[config.mk]
export PLATFORM = sky130hd
export DESIGN_NAME = utf8_cjk_punct_pretokenizer
export DESIGN_NICKNAME = d
export VERILOG_FILES = /design/src/rtl/ucpt_pkg.sv /design/src/rtl/ucpt_front.sv /design/src/rtl/ucpt_queue.sv /design/src/rtl/ucpt_back.sv /design/src/rtl/utf8_cjk_punct_pretokenizer.sv
export SDC_FILE = /design/constraint.sdc
export NUM_CORES = 1
export LEC_CHECK = 0
export ABC_AREA = 1
export BUFFER_PORTS_ARGS = -buffer_cell sky130_fd_sc_hd__buf_4
export CAP_MARGIN = 5
export CORE_MARGIN = 5
export CORE_UTILIZATION = 55
export CTS_BUF_LIST = sky130_fd_sc_hd__clkbuf_4 sky130_fd_sc_hd__clkbuf_8 sky130_fd_sc_hd__clkbuf_16
export DETAILED_ROUTE_END_ITERATION = 8
export HOLD_SLACK_MARGIN = 0.06
export PLACE_DENSITY = 0.79
export RECOVER_POWER = 25
export SKIP_LAST_GASP = 1
export SYNTH_ARGS = -nofsm -noshare
export SYNTH_HDL_FRONTEND = slang
export SYNTH_SLANG_ARGS = --single-unit
[constraint.sdc]
create_clock -name clk -period 5.4 [get_ports clk]
set_input_delay 0.27 -clock clk [delete_from_list [all_inputs] [get_ports clk]]
set_output_delay 0.27 -clock clk [all_outputs]
set_load 0.02 [all_outputs]
[src/rtl/ucpt_pkg.sv]
// Shared types and constants for the UTF-8 CJK/punctuation pretokenizer.
// No dependencies; imported by ucpt_front, ucpt_queue, ucpt_back, the top level and tb_top.
package ucpt_pkg;

  // Result kinds carried on the output tuser
  localparam logic [1:0] IT_BYTE      = 2'd0;
  localparam logic [1:0] IT_END_TOKEN = 2'd1;
  localparam logic [1:0] IT_END_TEXT  = 2'd2;

  // Slots of one run, emitted lowest first
  localparam int NSLOT      = 7;
  localparam int SLOT_PRE   = 0;  // end of token before the code point
  localparam int SLOT_B0    = 1;  // encoded bytes in slots 1..4
  localparam int SLOT_B1    = 2;
  localparam int SLOT_B2    = 3;
  localparam int SLOT_B3    = 4;
  localparam int SLOT_TAIL  = 5;  // end of token after the code point
  localparam int SLOT_ETEXT = 6;  // end of text

  // Code point width and special values
  localparam int          CP_W        = 21;
  localparam logic [20:0] CP_REPLACE  = 21'h00FFFD;

  // Queue between front and back
  localparam int QDEPTH = 4;
  localparam int QPTR_W = $clog2(QDEPTH);
  localparam int QCNT_W = $clog2(QDEPTH + 1);

  // One run of results for one input beat
  typedef struct packed {
    logic [NSLOT-1:0]  mask;   // slot present
    logic [3:0][7:0]   bytes;  // encoded bytes, index 0 first
  } desc_t;

endpackage

[src/rtl/ucpt_front.sv]
// Front end: UTF-8 decode state, code point classification and re-encoding.
// Depends on ucpt_pkg; feeds at most one run descriptor per input beat into ucpt_queue.
module ucpt_front (
  input  logic          clk,
  input  logic          rst_n,
  input  logic          in_tvalid,
  output logic          in_tready,
  input  logic [7:0]    in_tdata,   // [7:0] in_byte
  input  logic          in_tlast,   // last_in_text
  input  logic          q_full,
  output logic          push_valid,
  output ucpt_pkg::desc_t push_desc
);
  import ucpt_pkg::*;

  logic [CP_W-1:0] partial_r, partial_nxt;
  logic [1:0]      left_r, left_nxt;
  logic            inside_r, inside_nxt;

  logic            accept;
  logic [CP_W-1:0] pc_shift;
  logic [CP_W-1:0] pc_dec;
  logic [1:0]      left_dec;
  logic            go_dec;
  logic [CP_W-1:0] cp;
  logic            go;
  logic            is_space, is_cjk, is_punct, is_sep;
  logic            has_bytes, inside_after, fin_close;
  logic [2:0]      nbytes;
  logic [3:0][7:0] enc;
  logic [7:0]      low_byte;

  assign in_tready = !q_full;
  assign accept    = in_tvalid && in_tready;
  assign pc_shift  = {partial_r[CP_W-7:0], in_tdata[5:0]};

  // Decode one byte against the pending sequence
  always_comb begin
    pc_dec   = partial_r;
    left_dec = left_r;
    go_dec   = 1'b0;
    cp       = CP_REPLACE;
    if (left_r != 2'd0) begin
      pc_dec   = pc_shift;
      left_dec = left_r - 2'd1;
      go_dec   = (left_r == 2'd1);
      cp       = pc_shift;
    end else if (!in_tdata[7]) begin
      go_dec = 1'b1;
      cp     = {13'd0, in_tdata};
    end else if (in_tdata[7:5] == 3'b110) begin
      pc_dec   = {16'd0, in_tdata[4:0]};
      left_dec = 2'd1;
    end else if (in_tdata[7:4] == 4'b1110) begin
      pc_dec   = {17'd0, in_tdata[3:0]};
      left_dec = 2'd2;
    end else if (in_tdata[7:3] == 5'b11110) begin
      pc_dec   = {18'd0, in_tdata[2:0]};
      left_dec = 2'd3;
    end else begin
      go_dec = 1'b1;
      cp     = CP_REPLACE;
    end
  end

  // Sequence cut short by end of text becomes the replacement character
  always_comb begin
    go = go_dec;
    if (in_tlast && left_dec != 2'd0) begin
      go = 1'b1;
    end
  end

  logic [CP_W-1:0] cp_sel;
  assign cp_sel = (in_tlast && left_dec != 2'd0) ? CP_REPLACE : cp;

  // Classes
  assign is_space = (cp_sel >= 21'h09 && cp_sel <= 21'h0D) || cp_sel == 21'h20;
  assign is_cjk   = (cp_sel >= 21'h4E00  && cp_sel <= 21'h9FFF)  ||
                    (cp_sel >= 21'h3400  && cp_sel <= 21'h4DBF)  ||
                    (cp_sel >= 21'h20000 && cp_sel <= 21'h2A6DF) ||
                    (cp_sel >= 21'h2A700 && cp_sel <= 21'h2CEAF) ||
                    (cp_sel >= 21'hF900  && cp_sel <= 21'hFAFF)  ||
                    (cp_sel >= 21'h2F800 && cp_sel <= 21'h2FA1F);
  assign is_punct = (cp_sel >= 21'd33  && cp_sel <= 21'd47)  ||
                    (cp_sel >= 21'd58  && cp_sel <= 21'd64)  ||
                    (cp_sel >= 21'd91  && cp_sel <= 21'd96)  ||
                    (cp_sel >= 21'd123 && cp_sel <= 21'd126) ||
                    (cp_sel >= 21'h2000 && cp_sel <= 21'h206F) ||
                    (cp_sel >= 21'hFF00 && cp_sel <= 21'hFFEF);
  assign is_sep   = is_cjk || is_punct;

  // Shortest-form re-encoding, ASCII upper case lowered
  assign low_byte = (cp_sel[7:0] >= 8'h41 && cp_sel[7:0] <= 8'h5A) ?
                    cp_sel[7:0] + 8'h20 : cp_sel[7:0];
  always_comb begin
    enc = '0;
    if (cp_sel < 21'h80) begin
      nbytes = 3'd1;
      enc[0] = low_byte;
    end else if (cp_sel < 21'h800) begin
      nbytes = 3'd2;
      enc[0] = {3'b110, cp_sel[10:6]};
      enc[1] = {2'b10, cp_sel[5:0]};
    end else if (cp_sel < 21'h10000) begin
      nbytes = 3'd3;
      enc[0] = {4'b1110, cp_sel[15:12]};
      enc[1] = {2'b10, cp_sel[11:6]};
      enc[2] = {2'b10, cp_sel[5:0]};
    end else begin
      nbytes = 3'd4;
      enc[0] = {5'b11110, cp_sel[20:18]};
      enc[1] = {2'b10, cp_sel[17:12]};
      enc[2] = {2'b10, cp_sel[11:6]};
      enc[3] = {2'b10, cp_sel[5:0]};
    end
  end

  // Token bookkeeping
  assign has_bytes    = go && !is_space;
  assign inside_after = go ? !(is_space || is_sep) : inside_r;
  assign fin_close    = in_tlast && inside_after;

  // Run descriptor
  always_comb begin
    push_desc.bytes            = enc;
    push_desc.mask             = '0;
    push_desc.mask[SLOT_PRE]   = go && (is_space || is_sep) && inside_r;
    push_desc.mask[SLOT_B0]    = has_bytes;
    push_desc.mask[SLOT_B1]    = has_bytes && nbytes >= 3'd2;
    push_desc.mask[SLOT_B2]    = has_bytes && nbytes >= 3'd3;
    push_desc.mask[SLOT_B3]    = has_bytes && nbytes == 3'd4;
    push_desc.mask[SLOT_TAIL]  = (go && is_sep) || fin_close;
    push_desc.mask[SLOT_ETEXT] = in_tlast;
  end

  assign push_valid = accept && (push_desc.mask != '0);

  // Next decode state; end of text returns everything to zero
  always_comb begin
    partial_nxt = partial_r;
    left_nxt    = left_r;
    inside_nxt  = inside_r;
    if (accept) begin
      if (in_tlast) begin
        partial_nxt = '0;
        left_nxt    = 2'd0;
        inside_nxt  = 1'b0;
      end else begin
        partial_nxt = pc_dec;
        left_nxt    = left_dec;
        inside_nxt  = inside_after;
      end
    end
  end

  always_ff @(posedge clk) begin
    if (!rst_n) begin
      partial_r <= '0;
      left_r    <= 2'd0;
      inside_r  <= 1'b0;
    end else begin
      partial_r <= partial_nxt;
      left_r    <= left_nxt;
      inside_r  <= inside_nxt;
    end
  end

endmodule

[src/rtl/ucpt_queue.sv]
// Short register queue of run descriptors between front and back.
// Depends on ucpt_pkg (desc_t, QDEPTH).
module ucpt_queue (
  input  logic            clk,
  input  logic            rst_n,
  input  logic            push,
  input  ucpt_pkg::desc_t push_desc,
  input  logic            pop,
  output ucpt_pkg::desc_t head,
  output logic            full,
  output logic            empty
);
  import ucpt_pkg::*;

  desc_t             mem_r [QDEPTH];
  logic [QPTR_W-1:0] wr_ptr_r, wr_ptr_nxt;
  logic [QPTR_W-1:0] rd_ptr_r, rd_ptr_nxt;
  logic [QCNT_W-1:0] count_r, count_nxt;
  logic              do_push, do_pop;

  assign full    = (count_r == QCNT_W'(QDEPTH));
  assign empty   = (count_r == '0);
  assign do_push = push && !full;
  assign do_pop  = pop && !empty;
  assign head    = mem_r[rd_ptr_r];

  // Pointer and fill count update
  always_comb begin
    wr_ptr_nxt = wr_ptr_r;
    rd_ptr_nxt = rd_ptr_r;
    count_nxt  = count_r;
    if (do_push) begin
      wr_ptr_nxt = (wr_ptr_r == QPTR_W'(QDEPTH - 1)) ? '0 : wr_ptr_r + QPTR_W'(1);
    end
    if (do_pop) begin
      rd_ptr_nxt = (rd_ptr_r == QPTR_W'(QDEPTH - 1)) ? '0 : rd_ptr_r + QPTR_W'(1);
    end
    if (do_push && !do_pop) begin
      count_nxt = count_r + QCNT_W'(1);
    end else if (do_pop && !do_push) begin
      count_nxt = count_r - QCNT_W'(1);
    end
  end

  always_ff @(posedge clk) begin
    if (!rst_n) begin
      wr_ptr_r <= '0;
      rd_ptr_r <= '0;
      count_r  <= '0;
    end else begin
      wr_ptr_r <= wr_ptr_nxt;
      rd_ptr_r <= rd_ptr_nxt;
      count_r  <= count_nxt;
    end
  end

  // Entry storage
  always_ff @(posedge clk) begin
    if (do_push) begin
      mem_r[wr_ptr_r] <= push_desc;
    end
  end

endmodule

[src/rtl/ucpt_back.sv]
// Back end: walks the slots of each run descriptor, one result beat per cycle while out_tready is high.
// Depends on ucpt_pkg; pops from ucpt_queue and drives the output register.
module ucpt_back (
  input  logic            clk,
  input  logic            rst_n,
  input  ucpt_pkg::desc_t head,
  input  logic            empty,
  output logic            pop,
  output logic            out_tvalid,
  input  logic            out_tready,
  output logic [7:0]      out_tdata,  // [7:0] out_byte
  output logic [1:0]      out_tuser,  // [1:0] item_type
  output logic            out_tlast   // last_of_run
);
  import ucpt_pkg::*;

  logic [NSLOT-1:0] mask_r, mask_nxt;
  logic [3:0][7:0]  bytes_r;
  logic             valid_r, valid_nxt;
  logic [7:0]       data_r;
  logic [1:0]       user_r;
  logic             last_r;

  logic             advance, busy, load;
  logic [NSLOT-1:0] sel, rem;
  logic [7:0]       emit_data;
  logic [1:0]       emit_user;

  assign advance = !valid_r || out_tready;
  assign busy    = (mask_r != '0);
  assign sel     = mask_r & (~mask_r + NSLOT'(1));
  assign rem     = mask_r & ~sel;

  // Refill when idle, or right as the final slot leaves
  assign load = !empty && (!busy || (advance && rem == '0));
  assign pop  = load;

  // Lowest pending slot
  always_comb begin
    emit_data = 8'h00;
    emit_user = IT_BYTE;
    case (sel)
      NSLOT'(1) << SLOT_PRE:   emit_user = IT_END_TOKEN;
      NSLOT'(1) << SLOT_B0:    emit_data = bytes_r[0];
      NSLOT'(1) << SLOT_B1:    emit_data = bytes_r[1];
      NSLOT'(1) << SLOT_B2:    emit_data = bytes_r[2];
      NSLOT'(1) << SLOT_B3:    emit_data = bytes_r[3];
      NSLOT'(1) << SLOT_TAIL:  emit_user = IT_END_TOKEN;
      NSLOT'(1) << SLOT_ETEXT: emit_user = IT_END_TEXT;
      default: begin
        emit_data = 8'h00;
        emit_user = IT_BYTE;
      end
    endcase
  end

  // Slot mask and output valid
  always_comb begin
    mask_nxt  = mask_r;
    valid_nxt = valid_r;
    if (advance) begin
      valid_nxt = busy;
      if (busy) begin
        mask_nxt = rem;
      end
    end
    if (load) begin
      mask_nxt = head.mask;
    end
  end

  always_ff @(posedge clk) begin
    if (!rst_n) begin
      mask_r  <= '0;
      valid_r <= 1'b0;
    end else begin
      mask_r  <= mask_nxt;
      valid_r <= valid_nxt;
    end
  end

  // Payload registers
  always_ff @(posedge clk) begin
    if (load) begin
      bytes_r <= head.bytes;
    end
    if (advance && busy) begin
      data_r <= emit_data;
      user_r <= emit_user;
      last_r <= (rem == '0);
    end
  end

  assign out_tvalid = valid_r;
  assign out_tdata  = data_r;
  assign out_tuser  = user_r;
  assign out_tlast  = last_r;

endmodule

[src/rtl/utf8_cjk_punct_pretokenizer.sv]
// UTF-8 byte stream pretokenizer: whitespace split, CJK/punctuation isolation.
// An input beat's descriptor passes through a queue entry and the slot mask register to the output register.
// Throughput: one output beat per cycle while out_tready is high, set by the back-end slot sequencer; an input
// byte yields 0 to 7 output beats, so input runs one beat per cycle while runs are single.
// A 4-entry descriptor queue lets input continue while output is stalled, until the queue fills.
// Reset (rst_n low, synchronous) clears decode state, token state, queue and output valid.
module utf8_cjk_punct_pretokenizer (
  input  logic       clk,
  input  logic       rst_n,
  input  logic       in_tvalid,
  output logic       in_tready,
  input  logic [7:0] in_tdata,   // [7:0] in_byte
  input  logic       in_tlast,   // last_in_text
  output logic       out_tvalid,
  input  logic       out_tready,
  output logic [7:0] out_tdata,  // [7:0] out_byte
  output logic [1:0] out_tuser,  // [1:0] item_type
  output logic       out_tlast   // last_of_run
);
  import ucpt_pkg::*;

  logic  push_valid, q_full, q_empty, pop;
  desc_t push_desc, head;

  ucpt_front u_front (
    .clk        (clk),
    .rst_n      (rst_n),
    .in_tvalid  (in_tvalid),
    .in_tready  (in_tready),
    .in_tdata   (in_tdata),
    .in_tlast   (in_tlast),
    .q_full     (q_full),
    .push_valid (push_valid),
    .push_desc  (push_desc)
  );

  ucpt_queue u_queue (
    .clk       (clk),
    .rst_n     (rst_n),
    .push      (push_valid),
    .push_desc (push_desc),
    .pop       (pop),
    .head      (head),
    .full      (q_full),
    .empty     (q_empty)
  );

  ucpt_back u_back (
    .clk        (clk),
    .rst_n      (rst_n),
    .head       (head),
    .empty      (q_empty),
    .pop        (pop),
    .out_tvalid (out_tvalid),
    .out_tready (out_tready),
    .out_tdata  (out_tdata),
    .out_tuser  (out_tuser),
    .out_tlast  (out_tlast)
  );

  // End of text always closes its run
  a_etext_last: assert property (@(posedge clk) disable iff (!rst_n)
    out_tvalid && out_tuser == IT_END_TEXT |-> out_tlast)
    else $error("end-of-text beat without tlast");

  // Marker beats carry zero data
  a_marker_zero: assert property (@(posedge clk) disable iff (!rst_n)
    out_tvalid && out_tuser != IT_BYTE |-> out_tdata == 8'h00)
    else $error("marker beat with nonzero data");

  // A final text byte always queues a run ending in end of text
  a_last_pushes: assert property (@(posedge clk) disable iff (!rst_n)
    in_tvalid && in_tready && in_tlast |-> push_valid && push_desc.mask[SLOT_ETEXT])
    else $error("last text byte did not queue end of text");

endmodule

==> results of run 1 <==
cell families after synthesis:
logic type / Yosys count / share of synthesized area (%)
XOR/XNOR: 1 / 0.0823
flip-flops: 219 / 58.5
AO/OA/AOI/OAI: 222 / 12.1
buffers and inverters: 151 / 5.95
adder cells (fa/ha/maj): 12 / 1.48
AND/OR/NAND/NOR: 531 / 21.8
layout by cell type (no fill, tap or decap), types with 6 or more instances in the layout:
master,n
nor2_1,190
nand2_1,188
edfxtp_1,184
inv_1,96
o21ai_0,96
nand3_1,78
a21oi_1,48
o22ai_1,40
dfxtp_1,34
nand4_1,25
clkbuf_16,23
buf_4,22
clkbuf_1,16
nand2_2,12
ha_1,11
inv_2,9
nor2_2,9
nor2_4,7
o21ai_1,7
nor3_1,7
clkinv_1,6
clkinv_2,6
routing by layer:
metal / up-vias / part of all wire, % / global-route usage (%)
met4: 0 / 3.4 / 9.70
met3: 74 / 7.3 / 3.16
met5: - / 0 / 0
met2: 384 / 48 / 41.6
li1: 3969 / - / -
met1: 3952 / 41 / 33.0
worst max-delay path, delay by kind of cell, from the launching register on:
kind / cells / cell delay, ns
compound gates: 6 / 0.81
flops: 1 / 0.36
simple gates: 14 / 2.85
fa+ha+maj: 2 / 0.51
buf+inv: 2 / 0.15
state kept, by name, indices dropped and copies added, names as in the netlist, named ones only:
signal and count:
u_back.bytes_r 29, u_back.mask_r 7, u_back.out_tdata 8, u_back.out_tlast 1, u_back.out_tuser 2, u_back.out_tvalid 1
u_front.inside_r 1, u_front.left_r 2, u_front.partial_r 15, u_queue.count_r 3, u_queue.mem_r 144, u_queue.rd_ptr_r 2
u_queue.wr_ptr_r 2
layout make-up:
class,count,share of cell area [%]
flip-flops and latches,219,53.0
multi-input cells,766,32.4
clock buffers,25,5.03
inverters,108,3.50
well taps,260,2.77
repair buffers,40,2.09
clock inverters,16,1.15
power breakdown:
part	total [mW]	internal [mW]	switching (mW)	leakage, nW
Clock	1.51	0.887	0.622	0.360
Combinational	1.40	0.362	1.04	1.93
Sequential	2.42	2.29	0.127	1.96
final timing paths:
path / from / end / slack (ns) / cells past startpoint
worst min-delay path: rst_n / u_queue.wr_ptr_r[0] / 0.09 / 3
worst min register to register: u_front.partial_r[13] / u_front.partial_r[13] / 0.46 / 2
worst max-delay path: u_front.left_r[0] / u_queue.count_r[2] / 0.57 / 24
worst max register to register: u_front.left_r[0] / u_queue.count_r[2] / 0.57 / 24
timing repair:
action	CTS	global route
buffers inserted	0	0
hold buffers	2	0
hold endpoints to repair	5	0
==> run_results.csv, run 1 <==
group,metric,value,unit
logic_synthesis,yosysMostFrequentCell,"nor2_1",
sta,fmax,207,MHz
sta,setup_viol,0,
final_layout,utilization,62.1,%
logic_synthesis,synth_seq_area_share,58.5,%
sta,finClkSkew,0.00885,ns
clocking,cts-root-buf,"clkbuf_16",
logic_synthesis,synth_edf_count,184,
logic_synthesis,avgSynthCellArea,9.36,µm²
clocking,cts_htree_levels,1,
final_layout,layout-drive-gt1-share,9.71,%
logic_synthesis,synth_top_area_cell,"edfxtp_1",
final_layout,finalNonFillerCells,1434,
detailed_routing,avgViaCountPerCell,5.84,
final_layout,seq_area,6230,µm²
placed_design,io_buffers,25,
setup_path,cp_slowest_cell,"nor2_4",
setup_path,startpoint_type,"register",
detailed_routing,drtPass1Iterations,6,
final_layout,nets,1183,
detailed_routing,drtAntennaViolNets,0,
detailed_routing,num_vias,8379,
floorplan,rows,50,
clocking,cts_resized,0,
outcome,status,"complete, but fails checks",
setup_path,crit_top_cell,"nand2_2",
pwr,p_total,5.33,mW
clocking,clock_path_buffers,3,
grt,antenna_found_initial,0,
logic_synthesis,synthCells,1136,
sta,setup_tns,0,ns
setup_path,worstPathCellList,"nor2_4 -> nand2_4 -> nand3_4 -> nand2_2 -> nor2_1 -> nand2_1 -> nor2_2 -> nand2_2 -> o21ai_0 -> nand2_1 -> nand3_1 -> nor2_1 -> nand3_1 -> nand2_2 -> o211ai_4 -> nand2_2 -> inv_1 -> ha_1 -> inv_1 -> fa_1 -> a21oi_1 -> o21ai_0 -> o21ai_0 -> a21oi_1",
placed_design,placed_cells,1391,
logic_synthesis,synth_flop_cell,"edfxtp_1",
placed_design,dp_hpwl,18800,µm
detailed_routing,wire_per_inst,19.2,µm
pwr,cellPowerDensity,454,nW/µm²
logic_synthesis,synth_common_cells,"193 x nor2_1, 188 x nand2_1, 184 x edfxtp_1",
clocking,clk_latency,0.50,ns
setup_path,cp_max_fo,45,
sta,setup_ws,0.571,ns
logic_synthesis,async_reset_ff_share,0,%
logic_synthesis,ys_seq_elements,219,
worst_hold_path,hold_class,"input port to register",
pwr,ir_drop,305,µV
placed_design,pre_cts_ws,0.653,ns
final_layout,fin_area,11700,µm²
logic_synthesis,synthTopCellsByArea,"edfxtp_1 52%, nor2_1 6.8%, nand2_1 6.6%",
clocking,tritoncts,"built",
detailed_routing,drt_drc_violations_left,0,
final_layout,antennaDiodeCount,0,
floorplan,die_w,149,µm
setup_path,end_kind,"register",
final_layout,multi_input_area,3810,µm²
clocking,tritoncts.num_buffers,23,
sta,period_needed,4.83,ns
detailed_routing,drtIter0Drc,894,
floorplan,die-area,22200,µm²
setup_path,required,5.78,ns
logic_synthesis,ys_warn_count,0,
sta,rsz0062_at_grt,"no",
logic_synthesis,yosys.area.top_type_share,51.9,%
placed_design,place.gp.congestion,1.04,
grt,track_usage,24.8,%
grt,grt_max_degree,74,
floorplan,die_h,149,µm
sta,finalHoldViolCount,0,
sta,finalCritPeriodShare,89.4,%
logic_synthesis,syn_nets,1161,
setup_path,critical-path-max-stage-delay,0.47,ns
sta,slew_headroom,-10.4,%
pwr,p_leak,4.25,nW
job,drv_cap,1,
logic_synthesis,ys_types,51,
logic_synthesis,netlist_area,10600,µm²
floorplan,coreArea,18900,µm²
sta,holdWs,0.0923,ns
grt,overflow,0,
grt,grt_pass1_wl,43000,µm
floorplan,start_util,56.3,%
sta,worstMarginPinSlew,1.66,ns
grt,grt_pass1_vias,7850,
final_layout,fillers,1600,
final_layout,area_growth,10.4,%
outcome,violations,"capacitance limit, slew limit",
sta,drv_slew,37,
clocking,path_clk_slew,0.06,ns
setup_path,cp.arrival,5.21,ns
clocking,cts_sinks,219,
floorplan,top_level_ports,26,
detailed_routing,totalWireLength,27500,µm
setup_path,path_class,"register to register",
placed_design,post_dp_cell_area,11100,µm²
Note: power is estimated with default switching activity, not from simulation.
==> run 2, diff against run 1 <==
==> constraint.sdc (replaced) <==
create_clock -name clk -period 5.4 [get_ports clk]
set_input_delay 1.62 -clock clk [delete_from_list [all_inputs] [get_ports clk]]
set_output_delay 1.62 -clock clk [all_outputs]
set_load 0.02 [all_outputs]
==> run 2 against run 1 <==
The run still ends with capacitance limit, slew limit left; hold slack better by 0.37 ns; power grew 0.52%; final cell count rose by 1.5%; largest power group unchanged.
==> run_results.csv, run 2 (synthesis gave the netlist of run 1 again) <==
group,metric,value,unit
sta,slew_headroom,-101,%
outcome,status,"complete, but fails checks",
final_layout,antennaDiodeCount,0,
final_layout,final_common_cell,"nor2_1",
detailed_routing,drtAntennaViolNets,0,
job,drv_cap,1,
sta,finClkSkew,0.0124,ns
sta,holdWs,0.461,ns
final_layout,layout-drive-gt1-share,11.5,%
final_layout,mostFrequentLayoutCells,"189 x nor2_1, 188 x nand2_1, 184 x edfxtp_1",
setup_path,cp_max_fo,16,
clocking,cts_hold_buffers,0,
grt,overflow,0,
sta,worstMarginPinSlew,3.01,ns
pwr,cellPowerDensity,448,nW/µm²
clocking,clk_latency,0.50,ns
worst_hold_path,hold_class,"register to register",
final_layout,max_flop_register,"u_queue.mem_r",
grt,antenna_found_initial,0,
detailed_routing,drtIter0Drc,872,
clocking,cts_sinks,219,
grt,track_usage,25.2,%
placed_design,place.gp.congestion,1.01,
sta,rsz0062_at_grt,"no",
floorplan,die_h,149,µm
detailed_routing,totalWireLength,27800,µm
grt,grt_pass1_vias,8068,
sta,fmax,205,MHz
floorplan,die_w,149,µm
floorplan,rows,50,
sta,finalCritPeriodShare,90.3,%
grt,grt_pass1_wl,44100,µm
detailed_routing,avgViaCountPerCell,5.78,
clocking,tritoncts.num_buffers,22,
pwr,p_leak,4.37,nW
placed_design,dp_hpwl,19300,µm
detailed_routing,num_vias,8408,
sta,setup_viol,0,
floorplan,coreArea,18900,µm²
setup_path,end_kind,"register",
detailed_routing,drtPass1Iterations,7,
clocking,cts-root-buf,"clkbuf_16",
placed_design,placed_cells,1416,
setup_path,startpoint_type,"input port",
sta,period_needed,4.87,ns
final_layout,nets,1205,
sta,drv_slew,74,
floorplan,start_util,56.3,%
grt,grt_max_degree,74,
pwr,ir_drop,346,µV
setup_path,path_class,"input port to register",
clocking,path_clk_slew,0.06,ns
clocking,clock_path_buffers,3,
floorplan,die-area,22200,µm²
clocking,tritoncts,"built",
final_layout,largest_reg_flops,144,
sta,finalHoldViolCount,0,
floorplan,top_level_ports,26,
clocking,cts_resized,0,
clocking,cts_htree_levels,1,
setup_path,cp.arrival,5.26,ns
clocking,postCtsSetupBuffers,0,
outcome,violations,"capacitance limit, slew limit",
setup_path,required,5.78,ns
final_layout,top_regs,"u_queue.mem_r x144, u_back.bytes_r x29, u_front.partial_r x15",
detailed_routing,wire_per_inst,19.1,µm
placed_design,io_buffers,25,
final_layout,finalNonFillerCells,1455,
final_layout,area_growth,12.4,%
detailed_routing,drt_drc_violations_left,0,
run 2: cell types whose count changed in the layout (fill, tap and decap cells not counted), moves of 2 or more:
cell,delta
buf_4,+19
buf_12,+4
clkbuf_4,+2
clkinv_2,-2
dlygate4sd3_1,-2
run 2: worst paths after layout:
check | from | endpoint | slack [ns] | depth (start not counted)
setup reg to reg | register | u_back.mask_r[3] | 0.71 | 9
setup / recovery | in_tdata[4] | u_queue.count_r[2] | 0.53 | 25
hold reg to reg | u_front.partial_r[7] | u_front.partial_r[7] | 0.46 | 2
hold / removal | u_front.partial_r[7] | u_front.partial_r[7] | 0.46 | 2
run 2: power breakdown:
| part | total (mW) | internal, mW | leakage, nW | switching [mW] |
|---|---|---|---|---|
| Sequential | 2.41 | 2.29 | 1.96 | 0.117 |
| Combinational | 1.44 | 0.393 | 2.05 | 1.05 |
| Clock | 1.51 | 0.894 | 0.355 | 0.614 |
| Total | 5.36 | 3.58 | 4.37 | 1.78 |
run 2: layout make-up:
cell class,count,area [µm²]
Fill cell,1557,6940
Multi-Input combinational cell,766,3810
Inverter,108,410
Tap cell,260,325
Sequential cell,219,6230
Timing Repair Buffer,63,464
Clock buffer,27,606
Clock inverter,12,115
run 2: per-layer routing:
| layer | track usage, % | vias up | share of wire (%) |
|---|---|---|---|
| met2 | 41.6 | 365 | 48 |
| met4 | 8.38 | 0 | 3.3 |
| met5 | 0 | - | 0 |
| li1 | - | 4030 | - |
| met3 | 4.01 | 75 | 7.3 |
| met1 | 34.4 | 3938 | 41 |
run 2: worst max-delay path: stages:
cell and delay (ns):
buf_4 0.13, nand2_2 0.08, o21ai_2 0.18, nand2_4 0.11
nand3_4 0.18, buf_6 0.22, nand2_2 0.12, nor2_2 0.24
nand3_1 0.16, nor2_2 0.23, nand4_1 0.14, o21ai_1 0.14
nand2_1 0.09, nand2_1 0.08, nand2_2 0.09, o211ai_4 0.23
nand2_2 0.08, inv_1 0.06, ha_1 0.13, inv_1 0.07
fa_1 0.38, a21oi_1 0.15, o21ai_0 0.11, o21ai_0 0.16
a21oi_1 0.05
run 2: metrics by stage:
step / setup TNS [ns] / area [µm²] / setup slack, ns / utilization [%] / power (mW)
floorplan: -32.24 / 10600 / -0.224 / - / 3.39
global placement: 0 / 11300 / 0.138 / 59.8 / 3.86
detailed placement: 0 / 11300 / 0.0363 / 59.8 / 3.91
CTS: 0 / 12000 / 0.552 / 63.6 / 5.42
global route: 0 / 12000 / 0.0634 / 63.3 / 5.64
finish: 0 / 12000 / 0.526 / 63.3 / 5.36
==> run 3, diff against run 2 <==
- ABC_AREA: 1 -> 0
==> run 3 against run 2 <==
The run still ends with capacitance limit, slew limit left; final cell count down 26%; synthesized cell count down 29%; fmax up 0.36%; sequential share of layout area up 2.0 points; utilization down 1.3 points; synthesized area down 2.9%; sequential cell count unchanged; global-route usage down 1.5 points; critical endpoint unchanged; largest power group unchanged.
==> run_results.csv, run 3 <==
group,metric,value,unit
pwr,switching_share,29.7,%
logic_synthesis,syn_nets,826,
sta,period_needed,4.86,ns
clocking,tritoncts,"built",
pwr,comb_power_share,25.7,%
setup_path,path_buf_inv,4,
grt,grt_max_degree,40,
clocking,clock_path_buffers,3,
setup_path,cp-startpoint,"in_tlast",
floorplan,die_h,147,µm
pwr,ir_drop,288,µV
worst_hold_path,min_to,"u_queue.wr_ptr_r[0]",
logic_synthesis,netlist_area,10300,µm²
grt,grt_pass1_wl,40400,µm
pwr,seq_power_share,46.2,%
outcome,status,"complete, but fails checks",
grt,antenna_found_initial,0,
setup_path,reg2regPathDepth,15,
setup_path,cp.arrival,5.29,ns
setup_path,path_class,"input port to register",
sta,drv_slew,37,
floorplan,rows,50,
sta,fmax,206,MHz
final_layout,final_common_cell,"edfxtp_1",
logic_synthesis,ys_warn_count,0,
sta,finClkSkew,0.0107,ns
final_layout,largest_reg_flops,144,
logic_synthesis,yosysMostFrequentCell,"edfxtp_1",
floorplan,die-area,21600,µm²
setup_path,end_kind,"register",
setup_path,worstPathCellList,"buf_4 -> and2_0 -> clkbuf_1 -> a221oi_1 -> nor2_2 -> and4_4 -> clkinv_2 -> a221oi_1 -> or3_1 -> o41a_1 -> ha_1 -> inv_1 -> fa_1 -> xor2_1 -> or3_1 -> a21boi_0",
worst_hold_path,hold_start,"u_queue.wr_ptr_r[0]",
setup_path,worst-r2r-setup-slack,0.76,ns
detailed_routing,wire_per_inst,23.8,µm
detailed_routing,drtIter0Drc,931,
setup_path,r2r_end,"u_queue.count_r[2]",
setup_path,required,5.83,ns
final_layout,antennaDiodeCount,0,
grt,overflow,0,
pwr,p_int,3.73,mW
pwr,p_sw,1.58,mW
worst_hold_path,hold_depth,2,
detailed_routing,drt_drc_violations_left,0,
clocking,cts-root-buf,"clkbuf_16",
pwr,p_leak,3.75,nW
logic_synthesis,avgSynthCellArea,12.9,µm²
setup_path,path_delay_family,"simple AND/OR/NAND/NOR gates",
grt,track_usage,23.7,%
clocking,path_clk_slew,0.06,ns
clocking,clk_latency,0.50,ns
pwr,clkPwrFrac,28.2,%
final_layout,max_flop_register,"u_queue.mem_r",
logic_synthesis,synth_edf_count,184,
clocking,cts_sinks,219,
floorplan,coreArea,18600,µm²
pwr,p_total,5.30,mW
logic_synthesis,synthCells,801,
final_layout,seq_area,6230,µm²
clocking,postCtsSetupBuffers,0,
sta,slew_headroom,-98.2,%
setup_path,regToRegStartpoint,"u_front.left_r[1]",
detailed_routing,totalWireLength,25600,µm
worst_hold_path,hold_class,"register to register",
logic_synthesis,yosys.area.top_type_share,53.5,%
sta,rsz0062_at_grt,"no",
setup_path,startpoint_type,"input port",
floorplan,die_w,147,µm
logic_synthesis,ys_types,82,
sta,finalHoldViolCount,0,
setup_path,cp_max_fo,18,
final_layout,area_growth,11.5,%
grt,grt_pass1_vias,7007,
pwr,cellPowerDensity,461,nW/µm²
outcome,violations,"capacitance limit, slew limit",
logic_synthesis,synth_common_cells,"184 x edfxtp_1, 52 x nand2_1, 49 x nor2_1",
clocking,cts_hold_buffers,0,
final_layout,layout-drive-gt1-share,15.7,%
final_layout,multi_input_area,3760,µm²
final_layout,fillers,1392,
final_layout,nets,848,
logic_synthesis,synthTopCellsByArea,"edfxtp_1 54%, mux4_2 7.9%, dfxtp_1 6.8%",
sta,setup_viol,0,
clocking,cts_htree_levels,1,
logic_synthesis,synth_seq_area_share,60.3,%
logic_synthesis,async_reset_ff_share,0,%
floorplan,start_util,55.6,%
placed_design,dp_hpwl,17200,µm
sta,setup_tns,0,ns
sta,finalCritPeriodShare,89.9,%
clocking,cts_resized,0,
setup_path,cp_slowest_cell,"clkbuf_1",
setup_path,critical-path-max-stage-delay,0.46,ns
detailed_routing,avgViaCountPerCell,6.73,
detailed_routing,drtPass1Iterations,5,
logic_synthesis,ys_seq_elements,219,
placed_design,io_buffers,25,
clocking,tritoncts.num_buffers,22,
sta,worstMarginPinSlew,2.97,ns
logic_synthesis,synth_top_area_cell,"edfxtp_1",
detailed_routing,drtAntennaViolNets,0,
placed_design,place.gp.congestion,1.04,
final_layout,top_regs,"u_queue.mem_r x144, u_back.bytes_r x29, u_front.partial_r x15",
detailed_routing,num_vias,7224,
final_layout,mostFrequentLayoutCells,"184 x edfxtp_1, 52 x nand2_1, 49 x nor2_1",
floorplan,top_level_ports,26,
logic_synthesis,synth_flop_cell,"edfxtp_1",
job,drv_cap,1,
==> run 3: changes by cell type after synthesis, sizes merged, moves of 16 or more <==
cell / delta
mux4: +36
o21ai: -74
nor2b: +27
nand3: -64
nor3: +16
nand2: -152
nor2: -156
inv: -87
o22ai: -37
a21oi: -25
a22oi: +26
==> run 3: through the flow <==
stage	cell area (µm²)	setup WS, ns	hold slack, ns	utilization, %	instances
CTS	11600	0.726	0.521	62.3	1073
detailed placement	10900	0.213	0.512	58.4	1033
floorplan	10300	0.463	0.468	-	801
finish	11500	0.543	0.523	62.0	1073
global route	11500	0.258	0.564	62.0	1073
global placement	10900	0.258	0.481	58.4	1033
==> run 3: cell type report <==
| type | count | area share, % |
|---|---|---|
| multi-input cells | 501 | 32.7 |
| clock buffers | 32 | 5.75 |
| well taps | 234 | 2.54 |
| flip-flops and latches | 219 | 54.1 |
| clock inverters | 8 | 0.565 |
| inverters | 19 | 0.630 |
| repair buffers | 60 | 3.76 |
==> run 3: logic make-up (layout without fill, tap and decap cells) <==
| kind of cell | count (synthesis) | after routing | synth area share [%] |
|---|---|---|---|
| simple gates | 254 | 254 | 13.0 |
| flops | 219 | 219 | 60.3 |
| compound gates | 190 | 190 | 13.2 |
| buf+inv | 81 | 119 | 3.31 |
| mux | 40 | 40 | 8.24 |
| fa+ha+maj | 14 | 14 | 1.72 |
| xor+xnor | 3 | 3 | 0.255 |
==> run 3: power groups by stage <==
stage | logic (mW) | registers [mW] | clock network [mW]
4_1_cts | 1.40 | 2.45 | 1.52
5_1_grt | 1.51 | 2.48 | 1.60
6_report | 1.36 | 2.45 | 1.49
3_5_place_dp | 1.39 | 2.48 | 0
3_3_place_gp | 1.34 | 2.47 | 0
2_1_floorplan | 0.962 | 2.48 | 0
==> run 3: routing by layer <==
layer,wire [µm],part of all wire [%],vias to the layer above,global-route usage [%]
met5,0,0,-,0
li1,-,-,3204,-
met4,1160,4.5,0,9.93
met1,10500,41,3517,33.2
met2,11800,46,401,36.8
met3,2140,8.4,102,4.66
==> run 3: worst max path at each step <==
| stage | slack [ns] | cells after the start | end |
|---|---|---|---|
| after floorplan | 0.46 | 13 | u_queue.mem_r[3][0] |
| after global placement | 0.26 | 15 | u_queue.count_r[2] |
| after detailed placement | 0.21 | 15 | u_queue.count_r[2] |
| after CTS | 0.73 | 15 | u_queue.count_r[2] |
| after global routing | 0.26 | 16 | u_queue.count_r[2] |
| final | 0.54 | 16 | u_queue.count_r[2] |
==> run 3: worst register-to-register path: cells and delay by family (launching register included) <==
kind	cells	cell delay, ns
compound gates	4	0.69
xor+xnor	1	0.18
fa+ha+maj	2	0.56
buf+inv	3	0.76
flops	1	0.54
simple gates	5	1.83
